## config.mk

```make
export PLATFORM = sky130hd
export DESIGN_NAME = cursor_sequence_store_top
export DESIGN_NICKNAME = d
export VERILOG_FILES = /design/src/hw/rtl/csq_pkg.sv /design/src/hw/rtl/cursor_sequence_store_top.sv /design/src/hw/rtl/csq_cell.sv
export SDC_FILE = /design/constraint.sdc
export NUM_CORES = 2
export LEC_CHECK = 0
export BUFFER_PORTS_ARGS = -buffer_cell sky130_fd_sc_hd__clkbuf_2
export CORE_ASPECT_RATIO = 0.8
export CORE_MARGIN = 5
export CORE_UTILIZATION = 40
export DETAILED_ROUTE_END_ITERATION = 12
export PLACE_DENSITY = 0.63
export RECOVER_POWER = 50
export SYNTH_ARGS = -nofsm -noshare
export SYNTH_HDL_FRONTEND = slang
export SYNTH_HIERARCHICAL = 1
export SYNTH_SLANG_ARGS = --single-unit
```

## constraint.sdc

```tcl
create_clock -name clk_i -period 15.4 [get_ports clk_i]
set_input_delay 1.54 -clock clk_i [delete_from_list [all_inputs] [get_ports clk_i]]
set_output_delay 1.54 -clock clk_i [all_outputs]
set_load 0.05 [all_outputs]
```

## src/hw/rtl/csq_pkg.sv

```systemverilog
package csq_pkg;

  localparam int unsigned OpcodeWidth = 3;
  localparam int unsigned StatusWidth = 2;
  localparam int unsigned FieldWidth  = 32;

  typedef enum logic [OpcodeWidth-1:0] {
    OP_START   = 3'd0,
    OP_ADVANCE = 3'd1,
    OP_INSERT  = 3'd2,
    OP_ATTACH  = 3'd3,
    OP_REMOVE  = 3'd4,
    OP_QUERY   = 3'd5
  } op_e;

  typedef enum logic [StatusWidth-1:0] {
    ST_OK    = 2'd0,
    ST_FULL  = 2'd1,
    ST_EMPTY = 2'd2
  } status_e;

  // Broadcast to every cell: which way the row moves in this cycle.
  typedef struct packed {
    logic ins;
    logic rem;
  } cell_ctl_t;

endpackage

```

## src/hw/rtl/cursor_sequence_store_top.sv

```systemverilog
// Channel   Direction  Handshake                  Payload
// request   in         in_valid_i / in_ready_o    opcode_i, value_i
// result    out        out_valid_o / out_ready_i  current_value_o, item_valid_o,
//                                                 item_count_o, status_o
//
// A request updates the row of entry cells, the count and the cursor at the edge
// where it is accepted; its result is read from the updated row into the output
// register when free. One request per cycle is sustained while results are taken.
// A stalled result holds the read stage, and the input then stalls too.
// Reset clears the count, the cursor and the valid flags; entries need no reset.
module cursor_sequence_store_top
  import csq_pkg::*;
#(
  parameter int unsigned CAPACITY    = 16,
  parameter int unsigned VALUE_WIDTH = 32,
  localparam int unsigned CntW = $clog2(CAPACITY + 1)
) (
  input  logic                  clk_i,
  input  logic                  rst_ni,
  input  logic                  in_valid_i,
  output logic                  in_ready_o,
  input  logic [OpcodeWidth-1:0] opcode_i,
  input  logic [FieldWidth-1:0] value_i,
  output logic                  out_valid_o,
  input  logic                  out_ready_i,
  output logic [FieldWidth-1:0] current_value_o,
  output logic                  item_valid_o,
  output logic [CntW-1:0]       item_count_o,
  output logic [StatusWidth-1:0] status_o
);

  localparam int unsigned IdxW = (CAPACITY > 1) ? $clog2(CAPACITY) : 1;
  localparam int unsigned SW   = (VALUE_WIDTH < FieldWidth) ? VALUE_WIDTH : FieldWidth;
  localparam logic [CntW-1:0] CapCnt = CntW'(CAPACITY);

  logic [CntW-1:0] count_q, count_d;
  logic [CntW-1:0] cursor_q, cursor_d;
  logic            pend_q;
  status_e         pend_status_q, status_c;
  logic            out_valid_q;
  logic [FieldWidth-1:0] cur_q;
  logic            item_valid_q;
  logic [CntW-1:0] item_count_q;
  status_e         status_q;

  logic            accept;
  logic            load_out;
  logic            has_c;
  logic            full_c;
  cell_ctl_t       ctl_c;
  logic [CntW-1:0] pos_c;
  logic [IdxW-1:0] pos_idx;
  logic [SW-1:0]   value_c;
  logic [SW-1:0]   cell_data [CAPACITY];
  logic [IdxW-1:0] rd_idx;
  logic [SW-1:0]   rd_data;
  op_e             op_c;

  assign load_out   = pend_q && (!out_valid_q || out_ready_i);
  assign in_ready_o = !pend_q || load_out;
  assign accept     = in_valid_i && in_ready_o;

  assign op_c    = op_e'(opcode_i);
  assign value_c = value_i[SW-1:0];
  assign has_c   = cursor_q < count_q;
  assign full_c  = count_q >= CapCnt;
  assign pos_idx = pos_c[IdxW-1:0];

  always_comb begin
    count_d  = count_q;
    cursor_d = cursor_q;
    status_c = ST_OK;
    ctl_c    = '0;
    pos_c    = '0;
    if (accept) begin
      case (op_c)
        OP_START: begin
          cursor_d = '0;
        end
        OP_ADVANCE: begin
          if (has_c) begin
            cursor_d = cursor_q + 1'b1;
          end
        end
        OP_INSERT: begin
          if (full_c) begin
            status_c = ST_FULL;
          end else begin
            // With no current item the value goes to the front.
            pos_c     = has_c ? cursor_q : '0;
            cursor_d  = pos_c;
            count_d   = count_q + 1'b1;
            ctl_c.ins = 1'b1;
          end
        end
        OP_ATTACH: begin
          if (full_c) begin
            status_c = ST_FULL;
          end else begin
            if (count_q == '0) begin
              pos_c = '0;
            end else if (has_c) begin
              pos_c = cursor_q + 1'b1;
            end else begin
              pos_c = count_q;
            end
            cursor_d  = pos_c;
            count_d   = count_q + 1'b1;
            ctl_c.ins = 1'b1;
          end
        end
        OP_REMOVE: begin
          if (count_q == '0) begin
            status_c = ST_EMPTY;
          end else begin
            // With no current item the last one goes, leaving the cursor past the end.
            pos_c     = has_c ? cursor_q : count_q - 1'b1;
            cursor_d  = pos_c;
            count_d   = count_q - 1'b1;
            ctl_c.rem = 1'b1;
          end
        end
        default: begin
        end
      endcase
    end
  end

  for (genvar i = 0; i < CAPACITY; i++) begin : g_cell
    logic [SW-1:0] left_c, right_c;
    if (i == 0) begin : g_first
      assign left_c = value_c;
    end else begin : g_mid_l
      assign left_c = cell_data[i-1];
    end
    if (i == CAPACITY - 1) begin : g_last
      assign right_c = cell_data[i];
    end else begin : g_mid_r
      assign right_c = cell_data[i+1];
    end
    csq_cell #(
      .Idx  (i),
      .IdxW (IdxW),
      .W    (SW)
    ) u_cell (
      .clk_i   (clk_i),
      .ctl_i   (ctl_c),
      .pos_i   (pos_idx),
      .value_i (value_c),
      .left_i  (left_c),
      .right_i (right_c),
      .data_o  (cell_data[i])
    );
  end

  assign rd_idx  = has_c ? cursor_q[IdxW-1:0] : '0;
  assign rd_data = (count_q != '0) ? cell_data[rd_idx] : '0;

  always_ff @(posedge clk_i or negedge rst_ni) begin
    if (!rst_ni) begin
      count_q       <= '0;
      cursor_q      <= '0;
      pend_q        <= 1'b0;
      pend_status_q <= ST_OK;
      out_valid_q   <= 1'b0;
    end else begin
      count_q  <= count_d;
      cursor_q <= cursor_d;
      if (accept) begin
        pend_q        <= 1'b1;
        pend_status_q <= status_c;
      end else if (load_out) begin
        pend_q <= 1'b0;
      end
      if (load_out) begin
        out_valid_q <= 1'b1;
      end else if (out_ready_i) begin
        out_valid_q <= 1'b0;
      end
    end
  end

  always_ff @(posedge clk_i) begin
    if (load_out) begin
      cur_q        <= FieldWidth'(rd_data);
      item_valid_q <= has_c;
      item_count_q <= count_q;
      status_q     <= pend_status_q;
    end
  end

  assign out_valid_o     = out_valid_q;
  assign current_value_o = cur_q;
  assign item_valid_o    = item_valid_q;
  assign item_count_o    = item_count_q;
  assign status_o        = status_q;

endmodule

```

## src/hw/rtl/csq_cell.sv

```systemverilog
module csq_cell
  import csq_pkg::*;
#(
  parameter int unsigned Idx  = 0,
  parameter int unsigned IdxW = 4,
  parameter int unsigned W    = 32
) (
  input  logic            clk_i,
  input  cell_ctl_t       ctl_i,
  input  logic [IdxW-1:0] pos_i,
  input  logic [W-1:0]    value_i,
  input  logic [W-1:0]    left_i,
  input  logic [W-1:0]    right_i,
  output logic [W-1:0]    data_o
);

  localparam logic [IdxW-1:0] MyIdx = IdxW'(Idx);

  logic [W-1:0] data_q, data_d;

  // On insert the cells above the gap take their lower neighbor; on remove the
  // cells from the gap upward take their upper neighbor.
  always_comb begin
    data_d = data_q;
    if (ctl_i.ins) begin
      if (MyIdx == pos_i) begin
        data_d = value_i;
      end else if (MyIdx > pos_i) begin
        data_d = left_i;
      end
    end else if (ctl_i.rem) begin
      if (MyIdx >= pos_i) begin
        data_d = right_i;
      end
    end
  end

  always_ff @(posedge clk_i) begin
    data_q <= data_d;
  end

  assign data_o = data_q;

endmodule
```

==> impl_metrics.toml <==
[sta]
skew_ps = 27.7
slew_headroom_pct = -180
rsz0062_at_grt = "false"
finalCritPeriodShare_pct = 61.7
setup_slack_ps = 5900
hold_viol = 0
fin_tns_setup_ps = 0
setup_violations = 0
finalCriticalPeriod_ps = 9500
drv_slew = 686
fmax_mhz = 105
worst_slew_pin_slew_ps = 4200

[final_layout]
nNetsFinal = 3096
syn2layout_area_growth_pct = 7.06
drive_gt1_share_pct = 9.48
post-route-util_pct = 43.3

[critical_path]
r2r_end = "g_cell[10].u_cell/data_o[9]"
end_kind = "flop"
r2r_slack_ps = 5900
arrival_ps = 9810
critPathLaunchType = "flop"
startpoint = "cursor_q[1]"
path_class = "flop to flop"
r2r-start = "cursor_q[1]"
cp-endpoint = "g_cell[10].u_cell/data_o[9]"
reg2regPathDepth = 12
cp_max_fo = 30
critPathRequiredTime_ps = 15700

[placement]
numPortBuffers = 80
hpwl_mm = 58.1
routabilityCongestion = 0.818
pre_cts_slack_ps = 9380

[clock_network]
root_buffer = "clkbuf_16"
clock_latency_ps = 670
tritoncts = "yes"
post-cts-setup-buffers = 0
cts_buffer_depth = 3
numCtsBuffers = 61
path_clk_slew_ps = 70
cts_resized = 0
htreeDepth = 2
ctsHoldBuffers = 0
cts_sinks = 566

[routing]
wire_per_inst_um = 25.7
ant_nets = 0
drt_first_pass_iters = 6
first_iter_violations = 3657
drt-total-wl_mm = 109
routed-via-count = 25812
drc = 0
viasPerCell = 6.12

[synth]
ys_seq_elements = 566
async_flop_share_pct = 2.47
syn_area_per_cell_um2 = 11.0
synth_nets = 3163
synth-edff-count = 552
synth_cell_types = 73
synth_flop_cell = "edfxtp_1"
ys_warn_count = 6
yosysSeqAreaShare_pct = 49.5
synth_top_area_share_pct = 48.5
syn-cell-area_um2 = 34200
synth_largest_area_cell = "edfxtp_1"
postSynthCellCount = 3116
synth.area.top_cells = "edfxtp_1 (49%), mux2i_1 (16%), a21oi_1 (8.6%), nor2_1 (6.6%), a211oi_1 (2.2%)"

[floorplanning]
initial_core_util_pct = 40.5
die_area_um2 = 91400
fp-row-count = 95
design.core.area_um2 = 84400
die_w_um = 337
die_y_um = 271
ios = 81

[pwr]
power_frac_comb_pct = 36.5
p_leak_nw = 12.7
p_sw_mw = 2.30
sw_frac_of_total_pct = 39.9
seq_power_share_pct = 37.1
powerDensity_nw_per_um2 = 157
ir_worst_vdd_mv = 0.222
power_frac_clock_pct = 26.4
internal_power_mw = 3.46

[grt]
first_global_vias = 23648
grt_pass1_wl_mm = 159
grt-ovfl-total = 0
grt_antenna_before_repair = 9
grtUsageTotal_pct = 22.8
grt_max_degree = 285

[outcome]
status = "complete, but fails checks"
violations = "capacitance limit, slew limit"

[min_path]
min_path_cells = 0
worst_hold_path_type = "flop to flop"

[run]
maxCapViolCount = 26
per-layer routing:
metal  part of all wire (%)  global-route usage, %  vias up
li1                       -                      -    11715
met1                     45                   34.8    12576
met2                     42                   32.5     1358
met3                     11                   5.58      155
met4                    2.0                   5.27        8
met5                   0.15                      0        -
synth_stat cells, drive strengths merged (5+ instances only):
cell type  instances
nor2             598
a21oi            590
edfxtp           552
mux2i            545
clkbuf           154
buf              115
a211oi            98
o21ai             80
a32o              65
mux2              64
nand2             51
mux4              32
o32ai             32
dfrtp             14
ha                 8
inv                8
nor3               8
nand3              7
and4bb             6
nand2b             6
nor2b              6
xnor2              6
and2               5
nor4b              5
per-stage QoR:
step / cells / power [mW] / hold slack (ps) / area [µm²]
after global placement: 4101 / 4.24 / 435 / 35000
after global routing: 4219 / 6.00 / 474 / 36600
after CTS: 4216 / 5.78 / 458 / 37000
after floorplan: 3116 / 3.54 / 420 / 34200
after detailed placement: 4101 / 4.25 / 442 / 35000
final: 4221 / 5.76 / 455 / 36600
layout by cell type (no fill, tap or decap), types with 5 or more instances in the layout:
master | netlist | layout
a32o_1 | 65 | 65
nor2b_1 | 6 | 5
mux2_2 | 64 | 64
buf_4 | 1 | 35
nor3_1 | 8 | 7
mux2i_1 | 545 | 545
clkbuf_16 | 0 | 62
edfxtp_1 | 552 | 552
nand2b_1 | 5 | 5
bufinv_16 | 0 | 7
o21ai_1 | 11 | 10
clkbuf_2 | 0 | 35
nor2_1 | 598 | 596
a21oi_1 | 589 | 588
and4bb_4 | 0 | 6
xnor2_1 | 6 | 6
mux4_2 | 32 | 32
a211oi_1 | 98 | 98
nand2_1 | 51 | 51
nand3_1 | 7 | 6
clkinv_2 | 0 | 16
clkinv_1 | 0 | 10
inv_1 | 7 | 7
o21ai_0 | 68 | 70
clkbuf_1 | 154 | 77
o32ai_1 | 32 | 32
diode_2 | 0 | 5
dfrtp_1 | 14 | 12
ha_1 | 8 | 8
layout make-up:
cell class              instances  area [µm²]
diodes                          5        12.5
clock buffers                  73        1590
clock inverters                42         422
fillers                      7941       47800
inverters                       8        31.3
multi-input cells            2273       15400
flip-flops and latches        566       16900
well taps                    1115        1400
repair buffers                139         746
sequential cells by signal, indices dropped and copies added (netlist names):
register and flops:
status_o 2, item_valid_o 1, current_value_o 32, pend_q 1, g_cell.u_cell/data_o 512, count_q 5, out_valid_o 1, pend_status_q 2
item_count_o 5, cursor_q 5
worst min path at each step:
stage / startpoint / to / slack [ps]
after floorplan: count_q[2] / item_count_o[2] / 420
after global placement: pend_status_q[1] / status_o[1] / 430
after detailed placement: pend_status_q[0] / status_o[0] / 440
after CTS: pend_status_q[0] / status_o[0] / 460
after global routing: pend_status_q[0] / status_o[0] / 470
final: pend_status_q[0] / status_o[0] / 460
worst max-delay path, stage by stage, from the launching register on:
cell,delay (ps)
dfrtp_1,1650
ha_1,470
a31oi_1,530
o21ai_0,340
clkinvlp_2,130
clkbuf_1,1240
o21ai_0,400
a32oi_1,360
nor2_4,40
clkbuf_1,480
a21o_2,370
a21oi_1,2410
buf_4,690
power by group through the flow:
stage / combinational (mW) / clock [mW] / sequential [mW]
after floorplan: 1.31 / 0 / 2.23
after detailed placement: 2.09 / 0 / 2.16
after global placement: 2.08 / 0 / 2.16
after CTS: 2.10 / 1.55 / 2.13
final: 2.10 / 1.52 / 2.14
after global routing: 2.23 / 1.61 / 2.16
cells by family after synthesis:
kind of cell    after synthesis  share of synthesized area (%)
compound gates              903                           15.7
simple gates                714                           8.98
mux                         641                           20.2
flops                       566                           49.5
buf+inv                     277                           5.12
fa+ha+maj                     8                          0.293
xor+xnor                      7                          0.179
(Power assumes the default switching activity.)
